==> src/hdl/rhc_pkg.sv <==
// shared types, constants and divider step function for the rgb/hsv converter
package rhc_pkg;

  localparam int ChanW = 8;
  localparam int NumW = 2 * ChanW;
  localparam int QuoW = ChanW;
  localparam int QuoIdxW = $clog2(QuoW);
  localparam int BitsPerStep = 2;
  localparam int DivStages = QuoW / BitsPerStep;
  localparam int FrontStages = 3;
  localparam int Stages = FrontStages + DivStages + 1;

  localparam logic [ChanW-1:0] HueSpan = 8'd43;
  localparam logic [ChanW-1:0] HueBaseRed = 8'd0;
  localparam logic [ChanW-1:0] HueBaseGreen = 8'd85;
  localparam logic [ChanW-1:0] HueBaseBlue = 8'd171;
  localparam logic [ChanW-1:0] ChanMax = 8'd255;

  localparam logic [2:0] Sector0 = 3'd0;
  localparam logic [2:0] Sector1 = 3'd1;
  localparam logic [2:0] Sector2 = 3'd2;
  localparam logic [2:0] Sector3 = 3'd3;
  localparam logic [2:0] Sector4 = 3'd4;
  localparam logic [2:0] Sector5 = 3'd5;

  localparam logic DirHsvToRgb = 1'b0;
  localparam logic DirRgbToHsv = 1'b1;

  typedef struct packed {
    logic [ChanW-1:0] comp_first;
    logic [ChanW-1:0] comp_second;
    logic [ChanW-1:0] comp_third;
  } pix_in_t;

  typedef struct packed {
    logic [ChanW-1:0] res_first;
    logic [ChanW-1:0] res_second;
    logic [ChanW-1:0] res_third;
  } pix_out_t;

  // one restoring division step: {quotient bit, new remainder}
  function automatic logic [NumW:0] rhc_div_step(logic [NumW-1:0] rem,
                                                 logic [ChanW-1:0] den,
                                                 logic [QuoIdxW-1:0] sh);
    logic [NumW-1:0] dsh;
    dsh = NumW'(den) << sh;
    if (rem >= dsh) begin
      return {1'b1, rem - dsh};
    end else begin
      return {1'b0, rem};
    end
  endfunction

endpackage

==> src/hdl/rhc_divider.sv <==
// pipelined restoring divider, two quotient bits per stage
module rhc_divider (
  input  logic                                 clk_i,
  input  logic [rhc_pkg::DivStages-1:0]        en_i,
  input  logic [rhc_pkg::NumW-1:0]             num_i,
  input  logic [rhc_pkg::ChanW-1:0]            den_i,
  output logic [rhc_pkg::QuoW-1:0]             quo_o
);
  import rhc_pkg::*;

  logic [NumW-1:0]  rem_q [DivStages];
  logic [ChanW-1:0] den_q [DivStages];
  logic [QuoW-1:0]  quo_q [DivStages];

  logic [NumW-1:0]  rem_in [DivStages];
  logic [ChanW-1:0] den_in [DivStages];
  logic [QuoW-1:0]  quo_in [DivStages];

  for (genvar j = 0; j < DivStages; j++) begin : g_stage
    localparam int HiBit = QuoW - 1 - BitsPerStep * j;

    logic [NumW-1:0] rem_d;
    logic [QuoW-1:0] quo_d;
    logic [NumW:0]   step_c;

    if (j == 0) begin : g_first
      assign rem_in[j] = num_i;
      assign den_in[j] = den_i;
      assign quo_in[j] = '0;
    end else begin : g_next
      assign rem_in[j] = rem_q[j-1];
      assign den_in[j] = den_q[j-1];
      assign quo_in[j] = quo_q[j-1];
    end

    always_comb begin
      rem_d  = rem_in[j];
      quo_d  = quo_in[j];
      step_c = '0;
      for (int b = 0; b < BitsPerStep; b++) begin
        step_c = rhc_div_step(rem_d, den_in[j], QuoIdxW'(HiBit - b));
        quo_d[QuoIdxW'(HiBit - b)] = step_c[NumW];
        rem_d = step_c[NumW-1:0];
      end
    end

    always_ff @(posedge clk_i) begin
      if (en_i[j]) begin
        rem_q[j] <= rem_d;
        den_q[j] <= den_in[j];
        quo_q[j] <= quo_d;
      end
    end
  end

  assign quo_o = quo_q[DivStages-1];

endmodule

==> src/hdl/rgb_hsv_color_converter_unit.sv <==
// top level of the rgb/hsv pixel converter
// Converts one 8-bit-per-channel pixel per item, HSV to RGB when the direction
// register is 0 and RGB to HSV when it is 1. The unit takes a new item every
// clock while in_stall_o is low and passes each result through an input register,
// two stages that form the hue sector, max/min and the first 8x8 products, four
// divider stages that each retire two quotient bits of the saturation and hue
// quotients, and an output register. A stall holds each full stage that has no
// empty stage after it, and empty stages fill while the output is stalled.
module rgb_hsv_color_converter_unit (
  input  logic              clk_i,
  input  logic              rst_ni,
  input  logic              cfg_we_i,
  input  logic              cfg_data_i,
  input  logic              in_valid_i,
  output logic              in_stall_o,
  input  rhc_pkg::pix_in_t  in_data_i,
  output logic              out_valid_o,
  input  logic              out_stall_i,
  output rhc_pkg::pix_out_t out_data_o
);
  import rhc_pkg::*;

  typedef struct packed {
    logic             dir;
    pix_in_t          pix;
  } s1_t;

  typedef struct packed {
    logic             dir;
    logic             zero_sat;
    logic [ChanW-1:0] v;
    logic [ChanW-1:0] s;
    logic [2:0]       region;
    logic [ChanW-1:0] rem6;
    logic             black;
    logic             gray;
    logic [ChanW-1:0] mx;
    logic [ChanW-1:0] base;
    logic             neg;
    logic [ChanW-1:0] mag;
    logic [ChanW-1:0] d;
  } s2_t;

  typedef struct packed {
    logic             dir;
    logic             zero_sat;
    logic [ChanW-1:0] v;
    logic [2:0]       region;
    logic [ChanW-1:0] p;
    logic [ChanW-1:0] sr_hi;
    logic [ChanW-1:0] st_hi;
    logic             black;
    logic             gray;
    logic [ChanW-1:0] mx;
    logic [ChanW-1:0] base;
    logic             neg;
    logic [NumW-1:0]  num_sat;
    logic [NumW-1:0]  num_hue;
    logic [ChanW-1:0] d;
  } s3_t;

  typedef struct packed {
    logic             dir;
    logic             zero_sat;
    logic [ChanW-1:0] v;
    logic [2:0]       region;
    logic [ChanW-1:0] p;
    logic [NumW-1:0]  qprod;
    logic [NumW-1:0]  tprod;
    logic             black;
    logic             gray;
    logic [ChanW-1:0] mx;
    logic [ChanW-1:0] base;
    logic             neg;
  } s4_t;

  typedef struct packed {
    logic             dir;
    pix_out_t         rgb;
    logic             black;
    logic             gray;
    logic [ChanW-1:0] mx;
    logic [ChanW-1:0] base;
    logic             neg;
  } tail_t;

  logic              dir_q;
  logic [Stages:1]   vld_q, vld_d;
  logic [Stages+1:1] en;

  s1_t      s1_q, s1_d;
  s2_t      s2_q, s2_d;
  s3_t      s3_q, s3_d;
  s4_t      s4_q, s4_d;
  tail_t    s5_q, s5_d, s6_q, s7_q;
  pix_out_t out_q, out_d;
  logic     out_dir_q;

  logic [QuoW-1:0] sat_quo, hue_quo;

  // direction register
  always_ff @(posedge clk_i or negedge rst_ni) begin
    if (!rst_ni) begin
      dir_q <= DirHsvToRgb;
    end else if (cfg_we_i) begin
      dir_q <= cfg_data_i;
    end
  end

  // stage advance chain
  assign en[Stages+1] = ~out_stall_i;
  for (genvar k = 1; k <= Stages; k++) begin : g_en
    assign en[k] = ~vld_q[k] | en[k+1];
  end
  assign in_stall_o = ~en[1];

  always_comb begin
    vld_d = vld_q;
    if (en[1]) begin
      vld_d[1] = in_valid_i;
    end
    for (int k = 2; k <= Stages; k++) begin
      if (en[k]) begin
        vld_d[k] = vld_q[k-1];
      end
    end
  end

  always_ff @(posedge clk_i or negedge rst_ni) begin
    if (!rst_ni) begin
      vld_q <= '0;
    end else begin
      vld_q <= vld_d;
    end
  end

  // stage 1: input register
  always_comb begin
    s1_d.dir = dir_q;
    s1_d.pix = in_data_i;
  end

  // stage 2: hue sector, max/min and difference
  always_comb begin
    logic [ChanW-1:0] h, r, g, b, sub, mn;
    h = s1_q.pix.comp_first;
    r = s1_q.pix.comp_first;
    g = s1_q.pix.comp_second;
    b = s1_q.pix.comp_third;

    s2_d.dir      = s1_q.dir;
    s2_d.v        = s1_q.pix.comp_third;
    s2_d.s        = s1_q.pix.comp_second;
    s2_d.zero_sat = (s1_q.pix.comp_second == '0);

    priority if (h >= ChanW'(5 * HueSpan)) begin
      s2_d.region = Sector5;
      sub = ChanW'(5 * HueSpan);
    end else if (h >= ChanW'(4 * HueSpan)) begin
      s2_d.region = Sector4;
      sub = ChanW'(4 * HueSpan);
    end else if (h >= ChanW'(3 * HueSpan)) begin
      s2_d.region = Sector3;
      sub = ChanW'(3 * HueSpan);
    end else if (h >= ChanW'(2 * HueSpan)) begin
      s2_d.region = Sector2;
      sub = ChanW'(2 * HueSpan);
    end else if (h >= HueSpan) begin
      s2_d.region = Sector1;
      sub = HueSpan;
    end else begin
      s2_d.region = Sector0;
      sub = '0;
    end
    s2_d.rem6 = ChanW'((10'(h - sub)) * 10'd6);

    mn = (r < g) ? r : g;
    if (b < mn) begin
      mn = b;
    end

    priority if (r >= g && r >= b) begin
      s2_d.mx   = r;
      s2_d.base = HueBaseRed;
      s2_d.neg  = (g < b);
      s2_d.mag  = (g < b) ? (b - g) : (g - b);
    end else if (g >= b) begin
      s2_d.mx   = g;
      s2_d.base = HueBaseGreen;
      s2_d.neg  = (b < r);
      s2_d.mag  = (b < r) ? (r - b) : (b - r);
    end else begin
      s2_d.mx   = b;
      s2_d.base = HueBaseBlue;
      s2_d.neg  = (r < g);
      s2_d.mag  = (r < g) ? (g - r) : (r - g);
    end

    s2_d.d     = s2_d.mx - mn;
    s2_d.black = (s2_d.mx == '0);
    s2_d.gray  = (s2_d.mx == mn);
  end

  // stage 3: shade products and divider numerators
  always_comb begin
    logic [NumW-1:0] sr, st, pp;
    pp = NumW'(s2_q.v) * NumW'(ChanMax - s2_q.s);
    sr = NumW'(s2_q.s) * NumW'(s2_q.rem6);
    st = NumW'(s2_q.s) * NumW'(ChanMax - s2_q.rem6);

    s3_d.dir      = s2_q.dir;
    s3_d.zero_sat = s2_q.zero_sat;
    s3_d.v        = s2_q.v;
    s3_d.region   = s2_q.region;
    s3_d.p        = pp[NumW-1:ChanW];
    s3_d.sr_hi    = sr[NumW-1:ChanW];
    s3_d.st_hi    = st[NumW-1:ChanW];
    s3_d.black    = s2_q.black;
    s3_d.gray     = s2_q.gray;
    s3_d.mx       = s2_q.mx;
    s3_d.base     = s2_q.base;
    s3_d.neg      = s2_q.neg;
    s3_d.num_sat  = {s2_q.d, ChanW'(0)} - NumW'(s2_q.d);
    s3_d.num_hue  = NumW'(s2_q.mag) * NumW'(HueSpan);
    s3_d.d        = s2_q.d;
  end

  // stage 4: q and t products
  always_comb begin
    s4_d.dir      = s3_q.dir;
    s4_d.zero_sat = s3_q.zero_sat;
    s4_d.v        = s3_q.v;
    s4_d.region   = s3_q.region;
    s4_d.p        = s3_q.p;
    s4_d.qprod    = NumW'(s3_q.v) * NumW'(ChanMax - s3_q.sr_hi);
    s4_d.tprod    = NumW'(s3_q.v) * NumW'(ChanMax - s3_q.st_hi);
    s4_d.black    = s3_q.black;
    s4_d.gray     = s3_q.gray;
    s4_d.mx       = s3_q.mx;
    s4_d.base     = s3_q.base;
    s4_d.neg      = s3_q.neg;
  end

  // stage 5: sector mapping onto red, green, blue
  always_comb begin
    logic [ChanW-1:0] q, t, v, p;
    q = s4_q.qprod[NumW-1:ChanW];
    t = s4_q.tprod[NumW-1:ChanW];
    v = s4_q.v;
    p = s4_q.p;

    s5_d.dir   = s4_q.dir;
    s5_d.black = s4_q.black;
    s5_d.gray  = s4_q.gray;
    s5_d.mx    = s4_q.mx;
    s5_d.base  = s4_q.base;
    s5_d.neg   = s4_q.neg;

    if (s4_q.zero_sat) begin
      s5_d.rgb = '{res_first: v, res_second: v, res_third: v};
    end else begin
      unique case (s4_q.region)
        Sector0: s5_d.rgb = '{res_first: v, res_second: t, res_third: p};
        Sector1: s5_d.rgb = '{res_first: q, res_second: v, res_third: p};
        Sector2: s5_d.rgb = '{res_first: p, res_second: v, res_third: t};
        Sector3: s5_d.rgb = '{res_first: p, res_second: q, res_third: v};
        Sector4: s5_d.rgb = '{res_first: t, res_second: p, res_third: v};
        default: s5_d.rgb = '{res_first: v, res_second: p, res_third: q};
      endcase
    end
  end

  rhc_divider u_sat_div (
    .clk_i (clk_i),
    .en_i  (en[FrontStages+DivStages:FrontStages+1]),
    .num_i (s3_q.num_sat),
    .den_i (s3_q.mx),
    .quo_o (sat_quo)
  );

  rhc_divider u_hue_div (
    .clk_i (clk_i),
    .en_i  (en[FrontStages+DivStages:FrontStages+1]),
    .num_i (s3_q.num_hue),
    .den_i (s3_q.d),
    .quo_o (hue_quo)
  );

  // output stage: hue offset and result select
  always_comb begin
    if (s7_q.dir == DirHsvToRgb) begin
      out_d = s7_q.rgb;
    end else begin
      out_d.res_third  = s7_q.mx;
      out_d.res_second = s7_q.black ? '0 : sat_quo;
      if (s7_q.black || s7_q.gray) begin
        out_d.res_first = '0;
      end else if (s7_q.neg) begin
        out_d.res_first = s7_q.base - hue_quo;
      end else begin
        out_d.res_first = s7_q.base + hue_quo;
      end
    end
  end

  always_ff @(posedge clk_i) begin
    if (en[1]) s1_q <= s1_d;
    if (en[2]) s2_q <= s2_d;
    if (en[3]) s3_q <= s3_d;
    if (en[4]) s4_q <= s4_d;
    if (en[5]) s5_q <= s5_d;
    if (en[6]) s6_q <= s5_q;
    if (en[7]) s7_q <= s6_q;
    if (en[8]) begin
      out_q     <= out_d;
      out_dir_q <= s7_q.dir;
    end
  end

  assign out_valid_o = vld_q[Stages];
  assign out_data_o  = out_q;

`ifndef SYNTH
  a_stall_only_when_full: assert property (@(posedge clk_i) disable iff (!rst_ni)
    in_stall_o |-> (&vld_q))
    else $error("input stalled while a pipeline stage is empty");

  a_black_has_no_hue: assert property (@(posedge clk_i) disable iff (!rst_ni)
    (out_valid_o && out_dir_q == DirRgbToHsv && out_data_o.res_third == '0)
      |-> (out_data_o.res_first == '0 && out_data_o.res_second == '0))
    else $error("black pixel with nonzero hue or saturation");

  a_gray_has_no_hue: assert property (@(posedge clk_i) disable iff (!rst_ni)
    (out_valid_o && out_dir_q == DirRgbToHsv && out_data_o.res_second == '0)
      |-> (out_data_o.res_first == '0))
    else $error("zero saturation with nonzero hue");
`endif

endmodule
==> config.mk <==
export PLATFORM = sky130hd
export DESIGN_NAME = rgb_hsv_color_converter_unit
export DESIGN_NICKNAME = d
export VERILOG_FILES = /design/src/hdl/rhc_pkg.sv /design/src/hdl/rhc_divider.sv /design/src/hdl/rgb_hsv_color_converter_unit.sv
export SDC_FILE = /design/constraint.sdc
export NUM_CORES = 2
export LEC_CHECK = 0
export ABC_AREA = 1
export BUFFER_PORTS_ARGS = -buffer_cell sky130_fd_sc_hd__buf_2
export CAP_MARGIN = 30
export CELL_PAD_IN_SITES_DETAIL_PLACEMENT = 1
export CELL_PAD_IN_SITES_GLOBAL_PLACEMENT = 1
export CORE_ASPECT_RATIO = 0.7
export CORE_MARGIN = 4
export CORE_UTILIZATION = 51
export CTS_CLUSTER_SIZE = 16
export DETAILED_ROUTE_END_ITERATION = 10
export PLACE_DENSITY = 0.84
export SYNTH_ARGS = -nofsm -noshare
export SYNTH_HDL_FRONTEND = slang
export SYNTH_SLANG_ARGS = --single-unit
==> constraint.sdc <==
create_clock -name clk_i -period 17.1 [get_ports clk_i]
set_input_delay 2.565 -clock clk_i [delete_from_list [all_inputs] [get_ports clk_i]]
set_output_delay 2.565 -clock clk_i [all_outputs]
set_load 0.01 [all_outputs]
==> summary.txt <==
Setup path
  – R2R Path Start: s1_q[14]
  – Max incr delay on CP: 0.30 ns
  – FF-to-FF End: s2_q[7]
  – CP bufs+invs: 8
  – Req. time, crit path: 14.53 ns
  – Most used cell, CP: nor2_1
  – Startpoint types: input pin
  – Worst EP arrival: 5.17 ns
  – Crit. End Element: primary output
  – Reg2Reg Depth: 23
  – Delay-heaviest family, CP: simple AND/OR/NAND/NOR gates
  – Slowest cell on crit path: clkinv_2
  – Worst-path fanout max: 16
  – Setup Crit Path Kind: input pin to primary output
  – CP Cell Sequence: buf_2 > nand2_1 > nor2_1 > inv_2 > nor2_1 > clkinv_2 > nor2_1 > clkinv_2 > nor2_1 > clkinv_2 > nor2_1 > clkinv_2 > nor2_1 > inv_2 > nor2_1 > buf_2
  – Flop2flop setup slack: 11.01 ns

Synthesis
  – Cell variety after synth: 60
  – Dominant synthesized flop cell: edfxtp_1
  – Seq/Total Area, Yosys: 0.3889
  – Most common cell in the netlist: nand2_1
  – #FFs+latches synth: 501
  – Area leader, netlist: edfxtp_1
  – Synth top cells by count: nand2_1 (909), inv_1 (731), edfxtp_1 (492), ha_1 (407), nor2_1 (353)
  – Cell area after synthesis: 38570 um^2
  – Asr flop ratio synth: 0.01796
  – Syn Nets: 4886
  – Mapped Cells: 4244
  – Post-synth EDFFs: 492
  – Leading post-synthesis cells by cell area: edfxtp_1 (38%), ha_1 (13%), fa_1 (11%), nand2_1 (8.8%), inv_1 (7.1%)
  – YS warnings: 0
  – Synth top area share: 0.3830
  – Syn_area_per_cell: 9.089 um^2

Clock network
  – Setup bufs post-CTS: 0
  – Num CTS Buffers: 54
  – TritonCTS clock tree: built
  – Hold buffers post-CTS: 0
  – Clk slew on worst S/H paths: 0.07 ns
  – Clock Latency Late Sink: 0.65 ns
  – H-tree depth: 2
  – Clock Sinks: 501
  – Post-cts repair resize count: 0
  – Max clock buf depth: 3
  – Root buffer cell: clkbuf_16

Floorplanning
  – Top-level I/O count: 56
  – Die W: 336.7 um
  – Overall die height: 238.1 um
  – Die footprint: 80160 um^2
  – Core area: 75040 um^2
  – Cell Rows: 84
  – Initial core utilization: 0.5140

Detailed routing
  – Total Wirelength: 113600 um
  – DRC viols: 0
  – Drt pass-1 iters: 5
  – Antenna viol nets, final: 0
  – Vias: 30350
  – Initial DRC Count: 2298
  – Wire per inst: 21.27 um
  – Via density: 5.685

Hold path
  – Worst hold endpoint: s3_q[85]
  – HP Start: s2_q[45]
  – HP Class: flop to flop
  – WHS Path Cells: 0

Timing
  – Hold Vio Cnt, Final: 0
  – TNS Setup: 0 ns
  – Final Critical Period: 7.739 ns
  – Period utilization: 0.4526
  – Rel. slew slack: 0.3784
  – Clk_skew: 0.04466 ns
  – Slew Limit Fails: 0
  – Worst Slack Setup Final: 9.361 ns
  – Worst slew pin tran: 0.9262 ns
  – Worst hold slack: 0.4007 ns
  – Finish-stage setup viols: 0
  – RSZ-0062 raised after global routing: false
  – F_max: 0.1292 GHz

Placement
  – Pre-CTS WS: 8.943 ns
  – Detailed Place HPWL: 86730 um
  – Placed cell area: 39970 um^2
  – RD Place Congestion: 0.9274
  – # port buffers: 55

Finish
  – Finished Cell Area: 41940 um^2
  – Fillers: 8703
  – Fraction of layout cells with a size suffix above 1: 0.05105
  – Synth-to-layout area growth: 8.736%
  – Final nets: 4945

Global routing
  – Grt total ovfl: 0
  – First-pass GRT wire length: 177800 um
  – Initial antenna violation count: 3
  – Largest net degree at the start of global routing: 80
  – Vias in the first global route: 32360
  – GR Util All Layers: 0.2802

Flow run
  – Max-cap violations: 0

Status
  – Status: finished clean
[through the flow]
stage | utilization | instances
detailed placement | 0.5326 | 5232
finish | 0.5589 | 5339
floorplan | - | 4244
CTS | 0.5578 | 5334
global placement | 0.5314 | 5228
global route | 0.5589 | 5338
[cell type report]
class	count	area (um^2)	share of cell area
clock inverters	34	461.7	0.01101
well taps	989	1237	0.02950
diodes	1	2.502	0.00005966
clock buffers	68	1424	0.03395
multi-input cells	2926	20470	0.4881
flip-flops and latches	501	15000	0.3576
inverters	745	2801	0.06679
repair buffers	75	541.8	0.01292
[routing by layer]
metal / vias up / part of all wire / track usage / wire, um
met2: 1027 / 0.47 / 0.4604 / 52950
met4: 4 / 0.027 / 0.07753 / 3054
li1: 14030 / - / - / -
met1: 15090 / 0.44 / 0.3853 / 49960
met5: - / 0.00071 / 0.005910 / 81
met3: 207 / 0.066 / 0.04920 / 7536
[state kept, by name (all words and copies together), names as in the netlist]
name / flops
u_hue_div.rem_q: 48
dir_q: 1
vld_q: 8
s5_q: 39
s3_q: 88
u_hue_div.quo_q: 6
s1_q: 25
u_sat_div.rem_q: 47
u_sat_div.quo_q: 6
u_sat_div.den_q: 8
s2_q: 58
out_data_o: 24
s6_q: 39
s7_q: 39
u_hue_div.den_q: 22
s4_q: 43
[logic make-up after synthesis]
logic type | share of synthesized area
AO/OA/AOI/OAI | 0.08531
adder cells (fa/ha/maj) | 0.2384
flip-flops | 0.3889
XOR/XNOR | 0.04246
multiplexers | 0.001914
buffers and inverters | 0.08035
AND/OR/NAND/NOR | 0.1627
[cells in the final DEF (no fill, tap or decap), types with 9 or more instances in the layout]
cell type,instances
nand2_1,909
inv_1,725
edfxtp_1,492
ha_1,407
nor2_1,353
a21oi_1,237
fa_1,205
o21ai_0,204
nand3_1,147
xor2_1,123
xnor2_1,64
buf_2,55
clkbuf_16,54
nand4_1,35
nor3_1,27
or2_2,24
o211ai_1,19
clkinv_1,15
a21o_1,15
buf_4,13
a31oi_1,12
nand3b_1,12
clkbuf_1,12
o221ai_1,11
a22oi_1,11
clkinv_2,11
nor4_1,9
o21ai_1,9
bufinv_16,9
dfrtp_1,9
[worst max-delay path by stage]
stage | start | to | slack (ns) | cells after the start
detailed placement | out_stall_i | in_stall_o | 8.94 | 16
global placement | out_stall_i | in_stall_o | 8.32 | 16
floorplan | out_stall_i | in_stall_o | 1.53 | 14
finish | out_stall_i | in_stall_o | 9.36 | 16
CTS | out_stall_i | in_stall_o | 8.94 | 16
global route | out_stall_i | in_stall_o | 9.15 | 16
Power is not shown: default switching activity piles up to over one toggle a cycle in this logic, so the estimate is an artifact.
